### config.mk
export PLATFORM = sky130hd
export DESIGN_NAME = csamp_front
export DESIGN_NICKNAME = d
export VERILOG_FILES = /design/src/csamp_pkg.sv /design/src/csamp_front.sv
export SDC_FILE = /design/constraint.sdc
export NUM_CORES = 2
export LEC_CHECK = 0
export ABC_AREA = 1
export ABC_CLOCK_PERIOD_IN_PS = 9700
export BUFFER_PORTS_ARGS = -buffer_cell sky130_fd_sc_hd__buf_2
export CORE_UTILIZATION = 55
export CTS_CLUSTER_DIAMETER = 40
export DETAILED_ROUTE_END_ITERATION = 7
export PLACE_DENSITY = 0.73
export SYNTH_ARGS = -nofsm -noshare
export SYNTH_HDL_FRONTEND = slang
export SYNTH_SLANG_ARGS = --single-unit
### constraint.sdc
create_clock -name clk_i -period 9.7 [get_ports clk_i]
set_clock_uncertainty 0.2 [all_clocks]
set_input_delay 1.455 -clock clk_i [delete_from_list [all_inputs] [get_ports clk_i]]
set_output_delay 1.455 -clock clk_i [all_outputs]
set_load 0.05 [all_outputs]
### src/csamp_pkg.sv
package csamp_pkg;

  // Input and result transactions
  typedef struct packed {
    logic signed [31:0] pose_x;
    logic signed [31:0] pose_y;
  } pose_t;

  typedef struct packed {
    logic [15:0] cell_x;
    logic [15:0] cell_y;
    logic        last;
  } cell_t;

  // Register indexes on the configuration port
  typedef enum logic [2:0] {
    REG_ORIGIN_X  = 3'd0,
    REG_ORIGIN_Y  = 3'd1,
    REG_INV_RES   = 3'd2,
    REG_RADIUS    = 3'd3,
    REG_GRID_W    = 3'd4,
    REG_GRID_H    = 3'd5
  } reg_idx_e;

  typedef struct packed {
    logic signed [31:0] origin_x;
    logic signed [31:0] origin_y;
    logic [15:0]        inv_res;
    logic [14:0]        radius;
    logic [15:0]        grid_w;
    logic [15:0]        grid_h;
  } cfg_t;

  // Job widths cover the whole range of both parameters
  localparam int unsigned JOB_N_W   = 7;   // step count up to 64
  localparam int unsigned JOB_DQ_W  = 10;  // depth / steps up to 512
  localparam int unsigned CENTRE_W  = 52;  // (pose - origin) * inv_res * 8
  localparam int unsigned FRAC_BITS = 27;

  typedef struct packed {
    logic signed [CENTRE_W-1:0] cx;
    logic signed [CENTRE_W-1:0] cy;
    logic [JOB_N_W-1:0]         n;
    logic [JOB_DQ_W-1:0]        dq;
    logic [JOB_N_W-1:0]         dr;
  } job_t;

  localparam logic [23:0] FOUR_PI_Q20 = 24'd13176795;
  localparam longint unsigned HALF_PI_Q30 = 64'd1686629713;
  localparam longint unsigned ONE_Q30     = 64'd1073741824;

endpackage

### src/csamp_front.sv
module csamp_front #(
  parameter int unsigned MAX_STEPS        = 64,
  parameter int unsigned SINE_TABLE_DEPTH = 1024
) (
  input  logic              clk_i,
  input  logic              rst_ni,
  input  csamp_pkg::cfg_t   cfg_i,
  input  logic              in_valid_i,
  output logic              in_stall_o,
  input  csamp_pkg::pose_t  in_data_i,
  output logic              push_o,
  output csamp_pkg::job_t   push_data_o,
  input  logic              full_i
);
  import csamp_pkg::*;

  localparam int unsigned DW  = $clog2(SINE_TABLE_DEPTH + 1);
  localparam int unsigned CW  = $clog2(DW);
  localparam logic [DW-1:0] DNUM = DW'(SINE_TABLE_DEPTH);
  localparam logic [JOB_N_W-1:0] N_MIN = JOB_N_W'(8);
  localparam logic [JOB_N_W-1:0] N_MAX = JOB_N_W'(MAX_STEPS);

  typedef enum logic [1:0] {F_IDLE, F_MUL, F_DIV, F_PUSH} fstate_e;

  fstate_e             state_q;
  logic signed [32:0]  dx_q, dy_q;
  logic signed [CENTRE_W-1:0] cx_q, cy_q;
  logic [JOB_N_W-1:0]  n_q;
  logic [JOB_N_W:0]    rem_q;
  logic [DW-1:0]       quo_q;
  logic [CW-1:0]       bit_q;

  logic [38:0]         n_prod;
  logic [6:0]          n_raw;
  logic [JOB_N_W-1:0]  n_clamp;
  logic signed [49:0]  px, py;
  logic [JOB_N_W+1:0]  rem_sh;
  logic                q_bit;

  assign in_stall_o = (state_q != F_IDLE);

  // Step count: ceil(radius * 4pi), kept within 8 and the step limit
  always_comb begin
    n_prod = 39'(cfg_i.radius) * 39'(FOUR_PI_Q20);
    n_raw  = 7'((n_prod + 39'h0_FFFF_FFFF) >> 32);
    if (n_raw < N_MIN)      n_clamp = N_MIN;
    else if (n_raw > N_MAX) n_clamp = N_MAX;
    else                    n_clamp = n_raw;
  end

  assign px = dx_q * $signed({1'b0, cfg_i.inv_res});
  assign py = dy_q * $signed({1'b0, cfg_i.inv_res});

  // One restoring step of depth / n
  always_comb begin
    rem_sh = {rem_q, DNUM[bit_q]};
    q_bit  = (rem_sh >= {2'b00, n_q});
  end

  assign push_o = (state_q == F_PUSH) && !full_i;
  always_comb begin
    push_data_o.cx = cx_q;
    push_data_o.cy = cy_q;
    push_data_o.n  = n_q;
    push_data_o.dq = JOB_DQ_W'(quo_q);
    push_data_o.dr = rem_q[JOB_N_W-1:0];
  end

  // Accept, scale to grid units, divide the turn into steps, hand over
  always_ff @(posedge clk_i or negedge rst_ni) begin
    if (!rst_ni) begin
      state_q <= F_IDLE;
      dx_q    <= '0;
      dy_q    <= '0;
      cx_q    <= '0;
      cy_q    <= '0;
      n_q     <= '0;
      rem_q   <= '0;
      quo_q   <= '0;
      bit_q   <= '0;
    end else begin
      unique case (state_q)
        F_IDLE: begin
          if (in_valid_i && (cfg_i.inv_res != 16'd0)) begin
            dx_q    <= {in_data_i.pose_x[31], in_data_i.pose_x}
                       - {cfg_i.origin_x[31], cfg_i.origin_x};
            dy_q    <= {in_data_i.pose_y[31], in_data_i.pose_y}
                       - {cfg_i.origin_y[31], cfg_i.origin_y};
            state_q <= F_MUL;
          end
        end
        F_MUL: begin
          cx_q    <= CENTRE_W'({px, 3'b000});
          cy_q    <= CENTRE_W'({py, 3'b000});
          n_q     <= n_clamp;
          rem_q   <= '0;
          quo_q   <= '0;
          bit_q   <= CW'(DW - 1);
          state_q <= F_DIV;
        end
        F_DIV: begin
          rem_q <= q_bit ? (JOB_N_W+1)'(rem_sh - {2'b00, n_q}) : (JOB_N_W+1)'(rem_sh);
          quo_q <= {quo_q[DW-2:0], q_bit};
          if (bit_q == '0) state_q <= F_PUSH;
          else             bit_q   <= bit_q - 1'b1;
        end
        F_PUSH: begin
          if (!full_i) state_q <= F_IDLE;
        end
        default: state_q <= F_IDLE;
      endcase
    end
  end

endmodule

==> metrics.md <==
| Metric | Value |
|---|---|
| Status | `finished, final reports clean` |
| CTS Buffer Depth | `2` |
| Critical R2R Capture | `cy_q[40]` |
| Startpoint types | `primary input` |
| CTS resizes | `0` |
| Synth cell types | `62` |
| CTS tree | `built` |
| Port Buf Inserts | `286` |
| TritonCTS buffer count | `17` |
| Setup repair bufs after CTS | `0` |
| Drt pass-1 iters | `6` |
| CP Capture Type | `flop` |
| Fin nets | `9146` |
| Tcrit/Tclk final | `82.28%` |
| Critical Path AT | `8.23 ns` |
| Synth warnings | `0` |
| Area growth syn-to-layout | `5.153%` |
| Gr ovfl total | `0` |
| Ant diodes | `0` |
| Die Footprint | `0.1043 mm^2` |
| Worst hold path class | `reg -> reg` |
| Via/cell ratio | `5.292` |
| Hold Path Sink | `cy_q[7]` |
| Initial core utilization | `55.54%` |
| RePlAce Congestion | `0.9455` |
| Mean area per synthesized cell | `7.743 um^2` |
| H-tree depth | `4` |
| Worst Reg2Reg Path Length in Cells | `24` |
| Hold Fails Final Rpt | `0` |
| Sequential element share of the synthesized area | `8.610%` |
| # fillers | `9510` |
| Row count | `117` |
| WL/cell | `17.82 um` |
| Drt total wl | `155.9 mm` |
| Via count | `46300` |
| Setup TNS | `0 ns` |
| Clk slew on worst S/H paths | `0.10 ns` |
| Hold Crit Start | `cy_q[7]` |
| DRC viols | `0` |
| Hold path depth | `2` |
| Starting DRT DRC Count | `3677` |
| Number of global-route vias before repair | `48600` |
| CTS Sinks | `195` |
| Core ar. | `0.1020 mm^2` |
| Slew @ Worst Pin | `1.163 ns` |
| Post-DRT Antenna Nets | `0` |
| Largest net degree at the start of global routing | `104` |
| FF+latch count, synth | `195` |
| FFs w/ async S/R, synth | `100.0%` |
| Detail Placement HPWL | `126.8 mm` |
| Max cap viols | `0` |
| Mapped Area | `0.05667 mm^2` |
| # setup viols final | `0` |
| EDFF count, synth | `0` |
| I/O pin cnt | `325` |
| Top_reg_cell synth | `dfrtp_1` |
| Antenna violations before repair | `3` |
| Layout cell share with drive strength beyond 1 | `6.395%` |
| Slowest Stage Delay on Critical Path | `0.90 ns` |
| First-pass GRT wire length | `253.8 mm` |
| Clock period minus worst slack | `7.981 ns` |
| Crit-path cells | `buf_2, buf_4, nand2_1, inv_1, fa_1, fa_1, inv_1, fa_1, fa_1, fa_1, fa_1, inv_1, ha_1, nand2_1, nor2_1, inv_1, nor4_1, nand3_1, nand3_1, or2_2, nand3_1, nand2_1` |
| Chip height | `323 um` |
| RSZ-0062 raised after global routing | `false` |
| Worst reg2reg setup slack | `2.73 ns` |
| # hold bufs at CTS | `0` |
| Root buf cell | `clkbuf_16` |
| Die width | `323 um` |
| Fmax | `0.1253 GHz` |
| Slew Viols, Final | `0` |
| Crit Path Class | `in -> reg` |
| Crit path max-delay family | `adder cells` |
| Buf+Inv Stages, Crit Path | `6` |
| R2r startpoint | `dy_q[7]` |
| Relative slew slack | `22.45%` |
| CP Max Fanout | `28` |
| Worst path slowest cell | `fa_1` |
| Worst-Skew Late Latency | `0.51 ns` |
| Syn Inst Count | `7319` |
| WP data required | `9.95 ns` |
| Most frequent CP cell | `fa_1` |
| All-Layer GR Usage | `31.16%` |
state kept, by name, indices dropped and copies added (netlist names), 4 cells and up:
signal and count:
bit_q 4, cx_q 49, cy_q 49, dx_q 33, dy_q 33, n_q 7
quo_q 10, rem_q 8
logic make-up after synthesis:
logic type,synth area share [%]
buffers and inverters,15.55
xor gates and xnor gates,1.870
DFF,8.610
adders and majority gates,49.82
AOI/OAI and AO/OA,6.773
other,0.006617
and+or+nand+nor,17.37
metrics by stage:
stage                     cells  utilization, %  setup WS [ns]  area, um^2  hold WS (ns)
after floorplan            7324               -          2.687       56690        0.2539
after global placement     8717           57.85          1.466       59020        0.2490
after detailed placement   8717           57.85          1.352       59020        0.2551
after CTS                  8749           58.41          1.883       59590        0.2806
after global routing       8749           58.41          1.434       59590        0.2995
final                      8749           58.41          1.719       59590        0.2747
worst max path at each step:
| stage | slack, ns | cells past startpoint | end | from |
|---|---|---|---|---|
| floorplan | 2.69 | 26 | cy_q[40] | cfg_i[52] |
| detailed placement | 1.35 | 22 | cx_q[44] | cfg_i[49] |
| global route | 1.43 | 22 | cx_q[44] | cfg_i[49] |
| global placement | 1.47 | 22 | cx_q[44] | cfg_i[49] |
| CTS | 1.88 | 22 | cx_q[44] | cfg_i[49] |
| finish | 1.72 | 22 | cx_q[44] | cfg_i[49] |
synthesized netlist by cell type (all sizes together), types with 42 or more instances:
library cell | n | area, um^2
a21oi | 230 | 1260
dfrtp | 195 | 4880
nand3 | 145 | 745.7
o21ai | 222 | 1175
nand2 | 1897 | 7156
xnor2 | 73 | 639.4
ha | 460 | 5756
buf | 75 | 346.6
xor2 | 48 | 420.4
fa | 1123 | 22480
inv | 2031 | 7624
nor2 | 283 | 1092
a31oi | 42 | 262.8
clkbuf | 224 | 840.8
routing by layer:
layer / share of wire, % / global-route usage (%) / vias to the layer above
li1: - / - / 21290
met1: 41 / 41.71 / 22760
met2: 47 / 51.39 / 1944
met3: 8.5 / 5.416 / 299
met4: 3.1 / 10.24 / 2
met5: 0.0083 / 0 / -
area by class of cell:
cell class                 count  area [um^2]  share of cell area, %
clock buffer                  17        425.4                 0.7139
sequential                   195         4880                  8.188
tap                         1368         1712                  2.872
timing repair buffer         324         1789                  3.002
clock inverter                15        145.1                 0.2435
multi-input combinational   4799        43020                  72.18
inverter                    2031         7626                  12.80
worst min-delay path: cells and delay by family (launching register included):
kind,cells,cell delay (ns)
flops,1,0.35
simple gates,2,0.09
placed cells by master, fill, tap and decap left out, drive strengths merged, types with 3 or more instances in the layout:
| cell | n |
|---|---|
| clkbuf | 17 |
| nand2 | 1897 |
| nor3 | 32 |
| inv | 2038 |
| nor2 | 283 |
| o21a | 14 |
| nand3b | 14 |
| clkinvlp | 3 |
| xor2 | 48 |
| a21o | 35 |
| o221ai | 4 |
| nand3 | 145 |
| dfrtp | 195 |
| fa | 1123 |
| ha | 460 |
| nand4 | 26 |
| or2 | 37 |
| a21oi | 230 |
| o211ai | 7 |
| o31ai | 6 |
| o21ai | 222 |
| o22ai | 10 |
| o21bai | 40 |
| a21boi | 10 |
| buf | 324 |
| conb | 6 |
| a31oi | 42 |
| nor4 | 18 |
| xnor2 | 73 |
| a211oi | 5 |
| clkinv | 5 |
Power is left out: the tool's default activity adds up to more than one toggle a clock period on the data nets, which glitch-free logic cannot reach.
