[config.mk]
export PLATFORM = sky130hd
export DESIGN_NAME = csamp_queue
export DESIGN_NICKNAME = d
export VERILOG_FILES = /design/src/csamp_pkg.sv /design/src/csamp_queue.sv
export SDC_FILE = /design/constraint.sdc
export NUM_CORES = 1
export LEC_CHECK = 0
export BUFFER_PORTS_ARGS = -buffer_cell sky130_fd_sc_hd__buf_2
export CAP_MARGIN = 20
export CORE_MARGIN = 2
export CORE_UTILIZATION = 49
export CTS_BUF_LIST = sky130_fd_sc_hd__clkbuf_4
export DETAILED_ROUTE_END_ITERATION = 10
export PLACE_DENSITY = 0.77
export SLEW_MARGIN = 30
export SYNTH_ARGS = -nofsm -noshare
export SYNTH_HDL_FRONTEND = slang
export SYNTH_SLANG_ARGS = --single-unit
[constraint.sdc]
create_clock -name clk_i -period 6.5 [get_ports clk_i]
set_clock_uncertainty 0.15 [all_clocks]
set_input_delay 1.3 -clock clk_i [delete_from_list [all_inputs] [get_ports clk_i]]
set_output_delay 1.3 -clock clk_i [all_outputs]
set_load 0.005 [all_outputs]
[src/csamp_pkg.sv]
package csamp_pkg;

  // Input and result transactions
  typedef struct packed {
    logic signed [31:0] pose_x;
    logic signed [31:0] pose_y;
  } pose_t;

  typedef struct packed {
    logic [15:0] cell_x;
    logic [15:0] cell_y;
    logic        last;
  } cell_t;

  // Register indexes on the configuration port
  typedef enum logic [2:0] {
    REG_ORIGIN_X  = 3'd0,
    REG_ORIGIN_Y  = 3'd1,
    REG_INV_RES   = 3'd2,
    REG_RADIUS    = 3'd3,
    REG_GRID_W    = 3'd4,
    REG_GRID_H    = 3'd5
  } reg_idx_e;

  typedef struct packed {
    logic signed [31:0] origin_x;
    logic signed [31:0] origin_y;
    logic [15:0]        inv_res;
    logic [14:0]        radius;
    logic [15:0]        grid_w;
    logic [15:0]        grid_h;
  } cfg_t;

  // Job widths cover the whole range of both parameters
  localparam int unsigned JOB_N_W   = 7;   // step count up to 64
  localparam int unsigned JOB_DQ_W  = 10;  // depth / steps up to 512
  localparam int unsigned CENTRE_W  = 52;  // (pose - origin) * inv_res * 8
  localparam int unsigned FRAC_BITS = 27;

  typedef struct packed {
    logic signed [CENTRE_W-1:0] cx;
    logic signed [CENTRE_W-1:0] cy;
    logic [JOB_N_W-1:0]         n;
    logic [JOB_DQ_W-1:0]        dq;
    logic [JOB_N_W-1:0]         dr;
  } job_t;

  localparam logic [23:0] FOUR_PI_Q20 = 24'd13176795;
  localparam longint unsigned HALF_PI_Q30 = 64'd1686629713;
  localparam longint unsigned ONE_Q30     = 64'd1073741824;

endpackage

[src/csamp_queue.sv]
module csamp_queue (
  input  logic              clk_i,
  input  logic              rst_ni,
  input  logic              push_i,
  input  csamp_pkg::job_t   push_data_i,
  output logic              full_o,
  input  logic              pop_i,
  output logic              empty_o,
  output csamp_pkg::job_t   head_o
);
  import csamp_pkg::*;

  job_t       mem_q [2];
  logic       wr_ptr_q, rd_ptr_q;
  logic [1:0] fill_q;

  assign full_o  = (fill_q == 2'd2);
  assign empty_o = (fill_q == 2'd0);
  assign head_o  = mem_q[rd_ptr_q];

  // Store jobs
  always_ff @(posedge clk_i) begin
    if (push_i) begin
      mem_q[wr_ptr_q] <= push_data_i;
    end
  end

  // Advance pointers and fill level
  always_ff @(posedge clk_i or negedge rst_ni) begin
    if (!rst_ni) begin
      wr_ptr_q <= 1'b0;
      rd_ptr_q <= 1'b0;
      fill_q   <= 2'd0;
    end else begin
      if (push_i) wr_ptr_q <= ~wr_ptr_q;
      if (pop_i)  rd_ptr_q <= ~rd_ptr_q;
      fill_q <= fill_q + {1'b0, push_i} - {1'b0, pop_i};
    end
  end

endmodule

==> results of run 1 <==
[metal layers]
metal,up-vias,GRT usage (%),wire (µm),part of all wire (%)
li1,2334,-,-,-
met1,2460,17.8,6680,38
met3,35,7.21,1690,9.5
met4,0,8.96,356,2.0
met5,-,0,0,0
met2,224,29.5,9040,51
[worst reg2reg max path, cell delays in order (launching register included)]
cell and delay (ps):
dfrtp_1 420, and2_4 450, buf_12 310, buf_4 670
[cell usage in the layout (no fill, tap or decap), drive strengths merged]
master  count
buf       267
edfxtp    256
mux2      128
clkbuf     94
clkinv     10
dfrtp       4
bufinv      3
inv         3
diode       2
xor2        2
ha          2
nor2b       2
xor3        1
and2        1
nor2        1
[how the worst max path moves through the flow]
stage / startpoint / end / slack (ps)
after floorplan: push_i / mem_q[0][0] / 1270
after global placement: rd_ptr_q / head_o[78] / 2680
after detailed placement: push_i / mem_q[1][94] / 2880
after CTS: rd_ptr_q / head_o[11] / 2340
after global routing: rd_ptr_q / head_o[78] / 2280
final: rd_ptr_q / head_o[78] / 2450
[cell type report]
class | count | area [µm²] | share of cell area (%)
diodes | 2 | 5.00 | 0.0421
clock buffers | 94 | 706 | 5.93
clock inverters | 14 | 133 | 1.12
inverters | 2 | 7.51 | 0.0631
multi-input cells | 137 | 1540 | 13.0
flip-flops and latches | 260 | 7790 | 65.5
well taps | 260 | 325 | 2.74
repair buffers | 267 | 1380 | 11.6
[flip-flops by register name, summed over array words and instances (netlist names)]
signal / flops
mem_q: 256
fill_q: 2
rd_ptr_q: 1
wr_ptr_q: 1
[cells by family (layout without fill, tap and decap cells)]
group         count (synthesis)  count (layout)
other cells                   0               2
simple gates                  4               4
buf+inv                      16             377
xor+xnor                      3               3
fa+ha+maj                     2               2
mux                         128             128
flops                       260             260
[where the power goes]
group | switching, mW | total (mW) | internal [mW] | leakage, nW
clock | 0.594 | 1.37 | 0.779 | 0.497
sequential | 0.125 | 2.35 | 2.23 | 2.45
combinational | 0.589 | 1.25 | 0.656 | 1.64
==> impl_metrics.yaml, run 1 <==
finish:
  final_util_pct: 63.1
  fill_cells: 1392
  finalNetCount: 869
  design_area_mm2: 0.0119
  drive_gt1_share_pct: 64.2
  syn2layout_area_growth_pct: 25.5
  final_cells: 1036
min_path:
  hold_class: "in -> async"
sta:
  fin_crit_ps: 4050
  worst_pin_slew_ps: 938
  setup_violations: 0
  rsz0062_at_grt: "no"
  maxSlewHeadroom_pct: 37.5
  fin_crit_sh_pct: 62.4
  tns_ps: 0
  hold_violations: 0
  maxSlewViolCount: 0
  holdWs_ps: 331
  fin_ws_ps: 2450
  fmax_mhz: 247
synth:
  synth_async_sr_flop_share_pct: 1.54
  yosys.area.top_type: "edfxtp_1"
  synth-simple-area-share_pct: 0.238
  syn_avg_cell_area_um2: 22.9
  synth_top_area_share_pct: 81.1
  synth_common_cells: "256 x edfxtp_1, 128 x mux2_2, 13 x buf_6, 4 x dfrtp_1"
  synth_xor_area_share_pct: 0.436
  synth_compound_area_share_pct: 0
  yosysMostFrequentCell: "edfxtp_1"
  synth-main-ff-cell: "edfxtp_1"
  synth_edf_count: 256
  yosysUniqueCellTypes: 12
  ys_warn_count: 0
  syn_area_mm2: 0.00948
  synth_mux_area_share_pct: 15.2
  synth_seq_area_share_pct: 82.2
  syn_inst: 413
  ys_seq_elements: 260
  yosys-top-cells-area: "edfxtp_1 81%, mux2_2 15%, buf_6 1.5%"
  synth_nets: 547
  synth_top_family_by_area: "multiplexers"
  synthAdderAreaFrac_pct: 0.264
cts:
  clockRootBuffer: "clkbuf_4"
  postCtsResizedCells: 0
  htree_levels: 3
  cts_tree: "built"
  cts.clk_slew.worst_paths_ps: 60
  cts-buffers-inserted: 67
  cts_buffer_depth: 3
  clock_latency_ps: 620
  holdBufCountCts: 0
  cts_setup_buffers: 0
  cts.sinks: 260
global_routing:
  grt-ovfl-total: 0
  grt_pass1_wl_um: 26600
  antenna_found_initial: 2
  grt_usage_pct: 17.1
  grt_pass1_vias: 5613
  grt_max_degree: 72
job:
  cap_violations: 0
placed_design:
  place_area_mm2: 0.0110
  dp_hpwl_um: 11600
  io_buffer_count: 261
  dp_slack_ps: 2880
  placed_cells: 925
  finalWeightedCongestion: 0.761
route:
  dr.pass1.iters: 4
  drt_iter0_drc: 168
  ant_nets: 0
  drc: 0
  vias_per_cell: 4.88
  totalWireLength_um: 17800
  vias: 5053
  post_drt_wl_per_cell_um: 17.1
worst_setup_path:
  cp_max_fo: 43
  worstPathCellList: "buf_4, mux2_2, buf_2"
  cp_num_cells: 3
  cp.required_ps: 5050
  cp-end-kind: "primary output"
  critPathLaunchType: "flip-flop"
  cp_top_family: "flip-flops"
  critPathBufInv: 2
  critical_path_class: "reg -> out"
  rrSetupSlack_ps: 4080
  cp.arrival_ps: 2600
  reg2reg_to: "mem_q[1][44]"
  reg2reg_depth: 3
  r2r_start: "wr_ptr_q"
  critical-path-max-stage-delay_ps: 810
  crit_slowest_cell: "dfrtp_4"
power_and_ir_drop:
  p_leak_nw: 4.58
  p_total_mw: 4.97
  ir_worst_vdd_v: 0.000319
  power_density_mw_per_mm2: 418
status:
  status: "finished clean"
floorplan:
  die_y_um: 143
  core-area_mm2: 0.0188
  initial_core_util_pct: 50.3
  die_area_mm2: 0.0205
  io_pins: 262
  dieWidth_um: 143
  fp-row-count: 50
Power figures use the tool's default switching activity.
==> inputs of run 2 (changes only) <==
--- a/config.mk
+++ b/config.mk
@@ -8,10 +8,10 @@
 export BUFFER_PORTS_ARGS = -buffer_cell sky130_fd_sc_hd__buf_2
 export CAP_MARGIN = 20
 export CORE_MARGIN = 2
-export CORE_UTILIZATION = 49
+export CORE_UTILIZATION = 54
 export CTS_BUF_LIST = sky130_fd_sc_hd__clkbuf_4
 export DETAILED_ROUTE_END_ITERATION = 10
-export PLACE_DENSITY = 0.77
+export PLACE_DENSITY = 0.8
 export SLEW_MARGIN = 30
 export SYNTH_ARGS = -nofsm -noshare
 export SYNTH_HDL_FRONTEND = slang
==> constraint.sdc (replaced) <==
create_clock -name clk_i -period 3.92 [get_ports clk_i]
set_clock_uncertainty 0.15 [all_clocks]
set_input_delay 0.784 -clock clk_i [delete_from_list [all_inputs] [get_ports clk_i]]
set_output_delay 0.784 -clock clk_i [all_outputs]
set_load 0.005 [all_outputs]
==> run 2 against run 1 <==
Sequential share of layout area is 0.53 points higher. Non-clock buffer count is 1 higher. Hold slack worse by 130 ps. Count of clock-buffer cells in the layout is 1 higher. Critical path depth stayed put. Flip-flop and latch count stayed put. Critical path type unchanged. Critical endpoint is now head_o[65]. Largest cell class unchanged.
==> impl_metrics.yaml, run 2 (synthesized netlist as in run 1, its figures left out) <==
sta:
  fin_ws_ps: 544
  holdWs_ps: 203
  hold_violations: 0
  worst_pin_slew_ps: 797
  tns_ps: 0
  fmax_mhz: 296
  setup_violations: 0
  fin_crit_sh_pct: 86.1
  rsz0062_at_grt: "no"
  maxSlewHeadroom_pct: 46.9
  fin_crit_ps: 3380
  maxSlewViolCount: 0
global_routing:
  antenna_found_initial: 7
  grt_pass1_vias: 5557
  grt_usage_pct: 19.8
  grt_pass1_wl_um: 27200
  grt_max_degree: 129
  grt-ovfl-total: 0
worst_setup_path:
  reg2reg_to: "mem_q[1][25]"
  cp_max_fo: 46
  cp.arrival_ps: 2440
  cp.required_ps: 2990
  crit_slowest_cell: "dfrtp_4"
  reg2reg_depth: 2
  critPathBufInv: 2
  r2r_start: "wr_ptr_q"
  critical_path_class: "reg -> out"
  rrSetupSlack_ps: 1900
  cp_top_family: "flip-flops"
  critPathLaunchType: "flip-flop"
  worstPathCellList: "buf_4, mux2_2, buf_2"
  cp-end-kind: "primary output"
  critical-path-max-stage-delay_ps: 840
power_and_ir_drop:
  p_leak_nw: 4.55
  ir_worst_vdd_v: 0.000507
  power_density_mw_per_mm2: 683
cts:
  cts_buffer_depth: 3
  cts_tree: "built"
  clock_latency_ps: 610
  cts-buffers-inserted: 66
  clockRootBuffer: "clkbuf_4"
  cts.clk_slew.worst_paths_ps: 70
  cts.sinks: 260
  htree_levels: 3
  holdBufCountCts: 1
  cts_setup_buffers: 0
  postCtsResizedCells: 0
min_path:
  min_to: "mem_q[1][60]"
  min_from: "push_data_i[60]"
  min_path_cells: 1
  hold_class: "in -> reg"
floorplan:
  initial_core_util_pct: 55.0
  dieWidth_um: 136
  core-area_mm2: 0.0172
  die_area_mm2: 0.0186
  fp-row-count: 48
  io_pins: 262
  die_y_um: 136
route:
  drc: 0
  ant_nets: 0
  post_drt_wl_per_cell_um: 18.4
  totalWireLength_um: 18400
  vias: 5118
  drt_iter0_drc: 237
  dr.pass1.iters: 4
  vias_per_cell: 5.11
placed_design:
  dp_slack_ps: 1160
  place_area_mm2: 0.0110
  io_buffer_count: 261
  finalWeightedCongestion: 0.788
  dp_hpwl_um: 12100
  placed_cells: 891
finish:
  drive_gt1_share_pct: 64.2
  fill_cells: 1153
  syn2layout_area_growth_pct: 24.5
  final_cells: 1002
  design_area_mm2: 0.0118
  largest-register: "mem_q"
  largest_reg_flops: 256
  final_cell_mix: "261 x buf_2, 256 x edfxtp_1, 128 x mux2_2"
  largestRegisters: "mem_q x256, fill_q x2"
  final_common_cell: "buf_2"
  finalNetCount: 869
status:
  status: "finished clean"
job:
  cap_violations: 0
## run 2: cell types whose count changed in the layout (fill, tap and decap cells not counted)
cell,delta
buf_16,-1
bufinv_16,-3
clkinv_1,-2
clkbuf_4,+1
diode_2,+4
buf_4,-2
buf_12,+3
dlygate4sd3_1,+1
## run 2: metrics by stage
stage | util, % | total power [mW]
after floorplan | - | 5.24
after global placement | 63.9 | 5.99
after detailed placement | 63.9 | 6.09
after CTS | 68.3 | 8.20
after global routing | 68.4 | 8.51
final | 68.4 | 8.06
## run 2: power breakdown
| group | leakage, nW | internal (mW) | switching (mW) | total, mW |
|---|---|---|---|---|
| clock network | 0.456 | 1.10 | 0.964 | 2.06 |
| registers | 2.45 | 3.69 | 0.227 | 3.92 |
| logic | 1.65 | 1.10 | 0.976 | 2.07 |
| total | 4.55 | 5.89 | 2.17 | 8.06 |
## run 2: worst max-delay path by stage
stage                         from           to  depth (start not counted)
after detailed placement  rd_ptr_q   head_o[65]                          3
after CTS                 rd_ptr_q   head_o[65]                          3
final                     rd_ptr_q   head_o[65]                          3
after global routing      rd_ptr_q   head_o[65]                          3
after global placement    rd_ptr_q   head_o[65]                          3
after floorplan             push_i  mem_q[0][0]                          1
## run 2: metal layers
metal / routed length [µm] / GRT usage (%) / part of all wire (%)
met5: 8 / 0 / 0.043
met4: 928 / 13.9 / 5.0
met3: 1560 / 8.28 / 8.4
met2: 9640 / 33.6 / 52
met1: 6300 / 19.4 / 34
## run 2: cell type report
| type | instances | area (µm²) | share of cell area (%) |
|---|---|---|---|
| Clock buffer | 95 | 713 | 6.05 |
| Sequential cell | 260 | 7790 | 66.1 |
| Inverter | 2 | 7.51 | 0.0636 |
| Antenna cell | 6 | 15.0 | 0.127 |
| Timing Repair Buffer | 268 | 1410 | 12.0 |
| Tap cell | 225 | 282 | 2.39 |
| Multi-Input combinational cell | 137 | 1540 | 13.1 |
| Clock inverter | 9 | 35.0 | 0.297 |
## run 2: worst register-to-register path, cell delays in order (launching register included)
cell and delay, ps:
dfrtp_1 430, and2_4 680, buf_12 400
==> inputs of run 3 (changes only) <==
--- a/config.mk
+++ b/config.mk
@@ -5,7 +5,7 @@
 export SDC_FILE = /design/constraint.sdc
 export NUM_CORES = 1
 export LEC_CHECK = 0
-export BUFFER_PORTS_ARGS = -buffer_cell sky130_fd_sc_hd__buf_2
+export BUFFER_PORTS_ARGS = -buffer_cell sky130_fd_sc_hd__buf_4
 export CAP_MARGIN = 20
 export CORE_MARGIN = 2
 export CORE_UTILIZATION = 54
==> run 3 against run 2 <==
Highest routed layer is now met4. Die area did not move. Critical endpoint is now head_o[115]. Critical path depth did not move. Cell count increased by 0.20%.
==> impl_metrics.yaml, run 3 (synthesized netlist as in run 1, its figures left out) <==
cts:
  clock_latency_ps: 640
  cts.sinks: 260
  cts_tree: "built"
  holdBufCountCts: 1
  clockRootBuffer: "clkbuf_4"
  cts_setup_buffers: 0
  cts_buffer_depth: 3
  cts.clk_slew.worst_paths_ps: 80
  cts-buffers-inserted: 59
  postCtsResizedCells: 0
  htree_levels: 2
finish:
  final_cell_mix: "263 x buf_4, 256 x edfxtp_1, 128 x mux2_2"
  drive_gt1_share_pct: 63.9
  design_area_mm2: 0.0125
  finalNetCount: 862
  largest-register: "mem_q"
  largestRegisters: "mem_q x256, fill_q x2"
  largest_reg_flops: 256
  final_util_pct: 72.6
  syn2layout_area_growth_pct: 32.1
  final_common_cell: "buf_4"
global_routing:
  grt_usage_pct: 19.0
  grt_pass1_vias: 5352
  grt_max_degree: 74
  grt_pass1_wl_um: 26500
  antenna_found_initial: 1
  grt-ovfl-total: 0
power_and_ir_drop:
  ir_worst_vdd_v: 0.000502
  power_density_mw_per_mm2: 683
  p_leak_nw: 4.81
worst_setup_path:
  cp_top_family: "buffers and inverters"
  critical_path_class: "reg -> out"
  critPathBufInv: 2
  critical-path-max-stage-delay_ps: 580
  worstPathCellList: "buf_4, mux2_2, buf_4"
  cp_common_cell: "buf_4"
  cp.arrival_ps: 2300
  cp-end-kind: "primary output"
  cp_max_fo: 41
  critPathLaunchType: "flip-flop"
  crit_slowest_cell: "dfrtp_4"
  cp.required_ps: 2990
route:
  totalWireLength_um: 18000
  drt_iter0_drc: 222
  dr.pass1.iters: 4
  drc: 0
  ant_nets: 0
  vias: 5051
  post_drt_wl_per_cell_um: 18.0
  vias_per_cell: 5.03
sta:
  maxSlewViolCount: 0
  fin_crit_ps: 3230
  maxSlewHeadroom_pct: 61.1
  fmax_mhz: 309
  tns_ps: 0
  hold_violations: 0
  fin_crit_sh_pct: 82.5
  worst_pin_slew_ps: 583
  setup_violations: 0
  rsz0062_at_grt: "no"
min_path:
  hold_class: "in -> reg"
floorplan:
  dieWidth_um: 136
  die_area_mm2: 0.0186
  io_pins: 262
  die_y_um: 136
  fp-row-count: 48
  core-area_mm2: 0.0172
  initial_core_util_pct: 55.0
placed_design:
  place_area_mm2: 0.0117
  io_buffer_count: 261
  finalWeightedCongestion: 0.774
  dp_hpwl_um: 11900
job:
  cap_violations: 0
status:
  status: "finished clean"
==> run 3: changes by cell type in the layout (fill, tap and decap cells not counted) <==
cell       before  now
bufinv_16       0    2
inv_2           1    0
clkinv_2        1    2
clkinv_1        7   12
buf_2         261    0
buf_4           2  263
diode_2         6    1
==> run 3: per-stage QoR <==
stage	hold slack [ps]	setup WS, ps	power (mW)	cells
after detailed placement	388	1340	6.44	891
after global placement	378	1360	6.36	891
final	147	687	8.55	1004
after global routing	70.6	506	9.00	1004
after floorplan	338	630	5.24	413
after CTS	93.9	599	8.68	1003
==> run 3: final timing paths <==
kind                            startpoint      endpoint  slack [ps]  depth (start not counted)
max                               rd_ptr_q   head_o[115]         690                          3
min                        push_data_i[89]  mem_q[0][89]         150                          1
max reg2reg                       wr_ptr_q  mem_q[0][98]        2050                          2
min reg2reg                       wr_ptr_q      wr_ptr_q         400                          1
max in group asynchronous           rst_ni      rd_ptr_q        3190                          2
min in group asynchronous           rst_ni     fill_q[1]         300                          2
==> run 3: cell type report <==
type,instances,area [µm²]
Antenna cell,1,2.50
Tap cell,225,282
Clock buffer,95,713
Sequential cell,260,7790
Timing Repair Buffer,268,2060
Fill cell,1056,4720
Clock inverter,16,115
Multi-Input combinational cell,137,1540
Inverter,2,7.51
==> run 3: report_power, final <==
part / total, mW / internal (mW) / switching (mW)
registers: 3.84 / 3.69 / 0.153
logic: 2.51 / 1.42 / 1.09
clock network: 2.20 / 1.23 / 0.970
total: 8.55 / 6.34 / 2.21
==> run 3: worst register-to-register path: cells and delay by family (launching register included) <==
kind / cells / cell delay, ps
AND/OR/NAND/NOR: 1 / 500
flip-flops: 1 / 430
buffers and inverters: 1 / 410
==> run 3: routing by layer <==
layer / track usage, % / wire length [µm] / vias to the layer above
met3: 7.46 / 1490 / 52
li1: - / - / 2322
met2: 33.1 / 9540 / 219
met5: 0 / 0 / -
met1: 19.7 / 6300 / 2458
met4: 9.95 / 703 / 0
